`config.mk`:
```
export PLATFORM = sky130hd
export DESIGN_NAME = ppl_cell
export DESIGN_NICKNAME = d
export VERILOG_FILES = /design/src/rtl/ppl_pkg.sv /design/src/rtl/ppl_cell.sv
export SDC_FILE = /design/constraint.sdc
export NUM_CORES = 1
export LEC_CHECK = 0
export ABC_AREA = 1
export BUFFER_PORTS_ARGS = -buffer_cell sky130_fd_sc_hd__buf_2
export CAP_MARGIN = 20
export CORE_ASPECT_RATIO = 0.8
export CORE_MARGIN = 2
export CORE_UTILIZATION = 39
export DETAILED_ROUTE_END_ITERATION = 6
export GPL_TIMING_DRIVEN = 0
export PLACE_DENSITY = 0.95
export SYNTH_ARGS = -nofsm -noshare
export SYNTH_HDL_FRONTEND = slang
export SYNTH_SLANG_ARGS = --single-unit
```
`constraint.sdc`:
```
create_clock -name i_clk -period 3 [get_ports i_clk]
set_input_delay 0.15 -clock i_clk [delete_from_list [all_inputs] [get_ports i_clk]]
set_output_delay 0.15 -clock i_clk [all_outputs]
set_load 0.02 [all_outputs]
```
`src/rtl/ppl_pkg.sv`:
```
// Shared types and constants for the positional point list.
// Holds request and status codes, the cell control struct and default sizes.
`default_nettype none

package ppl_pkg;

    localparam int DEF_CAPACITY    = 64;
    localparam int DEF_COORD_WIDTH = 16;

    localparam int REQ_W    = 3;
    localparam int POS_W    = 7;
    localparam int PT_W     = 16;
    localparam int STATUS_W = 2;
    localparam int COUNT_W  = 7;

    typedef enum logic [REQ_W-1:0] {
        REQ_APPEND = 3'd0,
        REQ_INSERT = 3'd1,
        REQ_REMOVE = 3'd2,
        REQ_CLEAR  = 3'd3,
        REQ_READ   = 3'd4
    } t_req_type;

    typedef enum logic [STATUS_W-1:0] {
        STATUS_DONE    = 2'd0,
        STATUS_BAD_POS = 2'd1,
        STATUS_FULL    = 2'd2
    } t_status;

    // Per-cycle command broadcast to every cell of the chain.
    typedef struct packed {
        logic wr;          // write the new point at the write position
        logic shift_up;    // cells above the write position take their lower neighbor
        logic shift_down;  // cells at or above the position take their upper neighbor
    } t_cell_ctrl;

endpackage : ppl_pkg

`default_nettype wire

```
`src/rtl/ppl_cell.sv`:
```
// One storage cell of the point list chain.
// Depends on ppl_pkg for the cell control struct.
`default_nettype none

module ppl_cell
    import ppl_pkg::*;
#(
    parameter int INDEX  = 0,
    parameter int CMP_W  = 7,
    parameter int DATA_W = 32
) (
    input  wire logic              i_clk,
    input  wire t_cell_ctrl        i_ctrl,
    input  wire logic [CMP_W-1:0]  i_wpos,
    input  wire logic [CMP_W-1:0]  i_rpos,
    input  wire logic [DATA_W-1:0] i_point,
    input  wire logic [DATA_W-1:0] i_left,
    input  wire logic [DATA_W-1:0] i_right,
    output logic      [DATA_W-1:0] o_data,
    output logic      [DATA_W-1:0] o_rd
);

    localparam logic [CMP_W-1:0] IDX = CMP_W'(INDEX);

    logic [DATA_W-1:0] r_data;
    logic [DATA_W-1:0] n_data;

    always_comb begin
        n_data = r_data;
        if (i_ctrl.wr && (IDX == i_wpos)) begin
            n_data = i_point;
        end else if (i_ctrl.shift_up && (IDX > i_wpos)) begin
            n_data = i_left;
        end else if (i_ctrl.shift_down && (IDX >= i_wpos)) begin
            n_data = i_right;
        end
    end

    always_ff @(posedge i_clk) begin
        r_data <= n_data;
    end

    assign o_data = r_data;
    // Only the addressed cell drives the shared read bus.
    assign o_rd   = (IDX == i_rpos) ? r_data : '0;

endmodule : ppl_cell

`default_nettype wire

```
==> Word level (Yosys, flattened, before mapping) <==
Cells that the tools add are included.
W data, S select, Z words.
{ "op_classes": {"order_cmp": 2, "mux": 4, "reduce_logical": 6} }
{ "ops": {"columns": ["cell", "count"], "rows": [
  ["$mux W32", 4],
  ["$logic_not A7 Y1", 2],
  ["$ge A1 B7 Y1 const A", 1],
  ["$gt A1 B7 Y1 const A", 1],
  ["$logic_and A1 B1 Y1", 3],
  ["$reduce_bool A3 Y1", 1]
]} }
{ "totals": {"reg_bits": 32, "inputBits": 114, "out_inout_bits": 64, "word_cells": 13} }

==> Logic depth before layout (Yosys ltp) <==
Gate-level depths: netlist of the first run.
{ "logic_depth": {"word_depth": 5, "ltp_mapped": 7, "depth_no_buf": 6} }

==> Worst setup path before layout of the first run <==
Ideal clock, no wire load.
{ "synth_timing": {"kind": "in2reg", "startpoint": "input i_wpos[0]", "endpoint": "register r_data[0], in the netlist o_data[0], enable pin", "setup_ps": 391, "t_arrival_ps": 1429, "required_ps": 2609, "setup_slack_ps": 1180, "path_stages": 5, "n_path_buf": 1, "cell_sequence": "nor2_1 > nand2_1 > nor2_4 > buf_6 > o21a_1"} }
{ "synth_via": {"elab_chain_len": 3, "elab_cells_between_ends": 7, "classes_between": "2 x order compare; 5 x reduce/logical"} }
{ "synth_lines": {"columns": ["item", "line", "source"], "rows": [
  ["from (decl)", "ppl_cell.sv:14", "input wire logic [CMP_W-1:0] i_wpos,"],
  ["$gt A1 B7 Y1, or another cell as far along", "ppl_cell.sv:32", "end else if (i_ctrl.shift_up && (IDX > i_wpos)) begin"],
  ["$logic_and A1 B1 Y1 (on tied branches)", "ppl_cell.sv:32, ppl_cell.sv:30, ppl_cell.sv:34", null],
  ["$reduce_bool A3 Y1 (no line) (*)", null, null],
  ["to (signal assigned)", "ppl_cell.sv:40", "r_data <= n_data;"],
  ["to (decl)", "ppl_cell.sv:25", "logic [DATA_W-1:0] r_data;"]
]} }
Every way passes the cells marked *; elsewhere a longest branch is shown, timed or not.
A chain may end at the register's enable or synchronous reset.

==> Worst setup path in the final report of the first run <==
{ "layout_timing": {"startpoint": "input i_wpos[0]", "endpoint": "register r_data[4], in the netlist o_data[4], enable pin"} }
Same word-level chain as after synthesis.

==> results of run 1 <==
## cell usage after synthesis
cell	instances
inv_1	6
o21a_1	1
nor2_1	7
nor3b_1	32
nor2_4	1
edfxtp_1	32
nand3_1	34
buf_2	10
inv_2	1
buf_6	6
nand2_1	70
## area by class of cell
type,instances,area [sq um]
fillers,407,1824
flip-flops and latches,32,960.9
repair buffers,144,743.2
multi-input cells,145,718.2
plain buffers,16,117.6
well taps,60,75.07
clock buffers,5,68.82
inverters,7,26.28
clock inverters,2,7.507
## kinds of logic after synthesis
kind of cell           after synthesis  share of synthesized area
AOI/OAI and AO/OA                    1                   0.004120
and+or+nand+nor                    144                     0.3898
DFF                                 32                     0.5271
buffers and inverters               23                    0.07892
## power groups by stage
stage | Clock [mW] | Combinational, mW | Sequential (mW)
after floorplan | 0 | 0.0452 | 0.508
after global placement | 0 | 0.108 | 0.505
after detailed placement | 0 | 0.113 | 0.505
after CTS | 0.304 | 0.113 | 0.496
after global routing | 0.318 | 0.126 | 0.496
final | 0.294 | 0.113 | 0.496
## tightest hold or removal path, stage by stage
cell and delay [ps]:
buf_2 70, nand2_1 40, nand2_1 40
## through the flow
step	setup slack [ps]	instances	utilization	cell area, sq um	hold WS (ps)
3_5_place_dp	1063	404	0.5815	2641	415.5
3_3_place_gp	687.8	403	0.5755	2614	413.7
4_1_cts	1360	411	0.5983	2718	127.3
2_1_floorplan	1180	200	-	1823	328.6
6_report	1376	411	0.5983	2718	138.7
5_1_grt	1241	411	0.5983	2718	140.2
## layer usage
metal | track usage | wire (um) | up-vias
li1 | - | - | 979
met1 | 0.2147 | 2106 | 872
met2 | 0.3510 | 2663 | 80
met3 | 0.04533 | 342 | 5
met4 | 0.05508 | 46 | 0
met5 | 0 | 0 | -
## worst max path at each step
stage	from	to	slack (ps)	cells after the start
final	i_wpos[0]	o_data[4]	1380	7
after global routing	i_wpos[0]	o_data[1]	1240	7
after CTS	i_wpos[0]	o_data[20]	1360	7
after detailed placement	i_wpos[0]	o_data[4]	1060	7
after global placement	i_wpos[1]	o_data[3]	690	6
after floorplan	i_wpos[0]	o_data[0]	1180	5
==> run_results.csv, run 1 <==
group,metric,value,unit
run_status,outcome,"finished, final reports clean",
floorplanning,num_io_pins,178,
job,drv_cap,0,
global_route,gr-usage-all-layers,0.1888,
floorplanning,initial_core_util,0.4014,
clock_network,clockRootBuffer,"clkbuf_8",
power_and_ir_drop,comb_power_share,0.125,
global_route,antenna_found_initial,0,
route,detail_route.first_pass.iterations,4,
critical_path,critPathMaxStageDelay,530,ps
sta,clock.fmax,615.6,MHz
critical_path,end_kind,"register",
critical_path,path_max_fanout,20,
critical_path,critPathArrivalTime,1610,ps
logic_synthesis,ys_top_cells_by_area,"edfxtp_1, nand2_1, nor3b_1, nand3_1, buf_6",
global_route,grt_start_max_net_pins,21,
clock_network,cts_made_buffers,5,
layout,drive_gt1_frac,0.4758,
clock_network,htreeDepth,2,
sta,maxSlewHeadroom,0.5924,
global_route,grt_pass1_vias,1700,
floorplanning,dieArea,0.005241,sq mm
route,drcViolationCount,0,
min_path,hold_path.class,"in -> reg",
power_and_ir_drop,power_frac_clock,0.326,
clock_network,cts_setup_buffers,0,
clock_network,cts_resized,0,
power_and_ir_drop,sw_frac_of_total,0.2191,
logic_synthesis,synthCells,200,
route,wire_per_inst,12.55,um
sta,rsz0062_at_grt,"no",
clock_network,clockBufferDepth,2,
logic_synthesis,netlist_area,0.001823,sq mm
critical_path,crit_family,"buffers and inverters",
critical_path,crit_buf_inv,3,
sta,setup_viol,0,
layout,layout_common_cells,"buf_2, nand2_1, nand3_1",
critical_path,slowest_stage,"o21a_1",
global_route,gr-total-overflow,0,
power_and_ir_drop,power.density,332.1,mW/mm^2
route,ant_nets,0,
route,vias,1936,
layout,area_growth,49.07,%
clock_network,cts_tree,"built",
min_path,holdPathEnd,"o_data[20]",
logic_synthesis,synth_seq_cells,32,
sta,finalSetupTns,0,ps
layout,antennaDiodeCount,0,
logic_synthesis,ys_seq_area_frac,0.5271,
layout,layout_commonest_cell,"buf_2",
critical_path,crit_chain,"buf_2 -> nor2_1 -> nand2_1 -> nor2_4 -> buf_6 -> o21a_1 -> buf_16",
critical_path,required,2980,ps
sta,period_needed,1624,ps
global_route,grt_pass1_wl,7.527,mm
critical_path,worst-setup-path-type,"in -> reg",
min_path,min_path_cells,3,
sta,period_share,0.5414,
route,wl,5.157,mm
clock_network,ctsHoldBuffers,0,
floorplanning,core-area,0.004542,sq mm
logic_synthesis,yosys_warnings,0,
floorplanning,placementRows,22,
power_and_ir_drop,p_leak,1.369,nW
clock_network,clkSinkCount,32,
clock_network,cts.reportedPaths.clkPinSlew,60,ps
placed_design,gp_congestion,0.8751,
layout,finalNetCount,465,
sta,final_hold_viol_count,0,
route,via_per_inst,4.710,
min_path,min_from,"i_right[20]",
placed_design,hpwl,4.078,mm
power_and_ir_drop,p_sw,197.8,uW
power_and_ir_drop,fin_total_pwr,902.5,uW
power_and_ir_drop,internal_power,704.7,uW
power_and_ir_drop,seqPwrFrac,0.549,
layout,largest_register_ffs,32,
logic_synthesis,syn_nets,314,
sta,slew_viol_final,0,
logic_synthesis,synthDistinctLibCells,11,
placed_design,io_buffers,143,
floorplanning,die_w,80.44,um
logic_synthesis,yosysTopAreaCell,"edfxtp_1",
logic_synthesis,synth.avg_cell_area,9.115,sq um
logic_synthesis,yosys.area.top_type_share,0.5271,
critical_path,start_kind,"input pin",
sta,worstMarginPinSlew,611.4,ps
floorplanning,die_h,65.15,um
route,drt-initial-drc-count,43,
power_and_ir_drop,peakVddDrop,0.0002061,V
No activity file was read; power rests on OpenSTA's default activity.
==> run 2, diff against run 1 <==
--- a/config.mk
+++ b/config.mk
@@ -10,10 +10,10 @@
 export CAP_MARGIN = 20
 export CORE_ASPECT_RATIO = 0.8
 export CORE_MARGIN = 2
-export CORE_UTILIZATION = 39
+export CORE_UTILIZATION = 36
 export DETAILED_ROUTE_END_ITERATION = 6
 export GPL_TIMING_DRIVEN = 0
-export PLACE_DENSITY = 0.95
+export PLACE_DENSITY = 0.9
 export SYNTH_ARGS = -nofsm -noshare
 export SYNTH_HDL_FRONTEND = slang
 export SYNTH_SLANG_ARGS = --single-unit
==> constraint.sdc (replaced) <==
create_clock -name i_clk -period 1.5 [get_ports i_clk]
set_input_delay 0.075 -clock i_clk [delete_from_list [all_inputs] [get_ports i_clk]]
set_output_delay 0.075 -clock i_clk [all_outputs]
set_load 0.02 [all_outputs]
==> run_results.csv, run 2 (synthesis results as in run 1) <==
group,metric,value,unit
layout,layout_commonest_cell,"buf_2",
sta,worstMarginPinSlew,444.3,ps
sta,holdWs,64.85,ps
placed_design,gp_congestion,0.8008,
floorplanning,initial_core_util,0.3683,
clock_network,ctsHoldBuffers,0,
clock_network,clockBufferDepth,2,
power_and_ir_drop,power.density,665.6,mW/mm^2
global_route,gr-total-overflow,0,
clock_network,cts.reportedPaths.clkPinSlew,60,ps
power_and_ir_drop,peakVddDrop,0.0004289,V
sta,maxSlewHeadroom,0.7038,
critical_path,critPathMaxStageDelay,420,ps
layout,finalInstanceArea,0.002693,sq mm
layout,finalNetCount,464,
floorplanning,num_io_pins,178,
min_path,hold_path.class,"in -> reg",
critical_path,crit_buf_inv,2,
placed_design,place_area,0.002618,sq mm
sta,clock.fmax,780.1,MHz
clock_network,cts_setup_buffers,0,
global_route,grt_start_max_net_pins,33,
placed_design,io_buffers,143,
critical_path,crit_chain,"buf_2 -> nor2_1 -> nand2_1 -> nor2_4 -> buf_6 -> o21a_4",
sta,period_needed,1282,ps
sta,slew_viol_final,0,
critical_path,worst-setup-path-type,"in -> reg",
clock_network,htreeDepth,2,
sta,final_hold_viol_count,0,
layout,fillers,477,
clock_network,clkSinkCount,32,
route,wire_per_inst,13.69,um
critical_path,end_kind,"register",
route,detail_route.first_pass.iterations,4,
sta,period_share,0.8545,
global_route,grt_pass1_wl,8.500,mm
route,drt-initial-drc-count,93,
critical_path,required,1420,ps
min_path,holdPathEnd,"o_data[16]",
layout,largest_register_ffs,32,
layout,layout_common_cells,"buf_2, nand2_1, nand3_1",
global_route,antenna_found_initial,0,
layout,antennaDiodeCount,0,
critical_path,path_max_fanout,32,
critical_path,crit_family,"compound AO/OA/AOI/OAI gates",
power_and_ir_drop,fin_total_pwr,1.792,mW
clock_network,clockRootBuffer,"clkbuf_8",
floorplanning,die_h,67.65,um
placed_design,hpwl,4.441,mm
run_status,outcome,"finished, final reports clean",
route,via_per_inst,4.749,
route,vias,1947,
job,drv_cap,0,
route,wl,5.614,mm
route,drcViolationCount,0,
layout,area_growth,47.70,%
clock_network,cts_made_buffers,5,
critical_path,critPathArrivalTime,1200,ps
global_route,gr-usage-all-layers,0.1931,
sta,rsz0062_at_grt,"no",
critical_path,start_kind,"input pin",
floorplanning,core-area,0.004950,sq mm
global_route,grt_pass1_vias,1837,
power_and_ir_drop,p_leak,1.357,nW
min_path,min_path_cells,3,
layout,drive_gt1_frac,0.4799,
min_path,min_from,"i_right[16]",
floorplanning,placementRows,23,
sta,setup_viol,0,
clock_network,cts_tree,"built",
route,ant_nets,0,
critical_path,slowest_stage,"o21a_4",
floorplanning,die_w,83.56,um
floorplanning,dieArea,0.005653,sq mm
run 2: changes by cell type in the layout (fill, tap and decap cells not counted), sizes merged:
cell    previous run  this run
buf              160       159
clkinv             2         0
run 2: cell type report:
type	instances	area (sq um)	area share
Inverter	7	26.28	0.009758
Timing Repair Buffer	143	715.7	0.2658
Tap cell	62	77.57	0.02881
Buffer	16	117.6	0.04368
Clock buffer	5	68.82	0.02556
Multi-Input combinational cell	145	725.7	0.2695
Sequential cell	32	960.9	0.3569
run 2: metrics by stage:
step	instances	TNS (ps)	worst slack [ps]	util
after global placement	405	-9058	-284.1	0.5288
after CTS	410	0	208.7	0.5440
after global routing	410	0	106.5	0.5440
after floorplan	200	0	66.08	-
final	410	0	218.2	0.5440
after detailed placement	405	-10690	-335.8	0.5288
run 2: report_power, final:
part / switching [mW] / internal [mW]
registers: 0.00216 / 0.990
clock network: 0.275 / 0.298
logic: 0.113 / 0.114
run 2: repair_timing:
item | CTS | global route
endpoints found under the hold margin | 0 | 0
setup endpoints to repair | 32 | 0
gates resized for setup | 1 | 0
run 2: how the worst max path moves through the flow:
| stage | start | end | slack [ps] | depth (start not counted) |
|---|---|---|---|---|
| 4_1_cts | i_wpos[0] | o_data[21] | 210 | 6 |
| 5_1_grt | i_wpos[0] | o_data[16] | 110 | 6 |
| 6_report | i_wpos[0] | o_data[24] | 220 | 6 |
| 3_5_place_dp | i_wpos[0] | o_data[23] | -340 | 6 |
| 3_3_place_gp | i_wpos[1] | o_data[22] | -280 | 6 |
| 2_1_floorplan | i_wpos[0] | o_data[0] | 70 | 5 |
run 2: per-layer routing:
| layer | GRT usage | up-vias | routed length [um] | share of wire |
|---|---|---|---|---|
| met2 | 0.3640 | 76 | 2976 | 0.53 |
| li1 | - | 973 | - | - |
| met3 | 0.04034 | 6 | 353 | 0.063 |
| met1 | 0.2271 | 892 | 2252 | 0.40 |
| met4 | 0.05242 | 0 | 31 | 0.0055 |
| met5 | 0 | - | 0 | 0 |
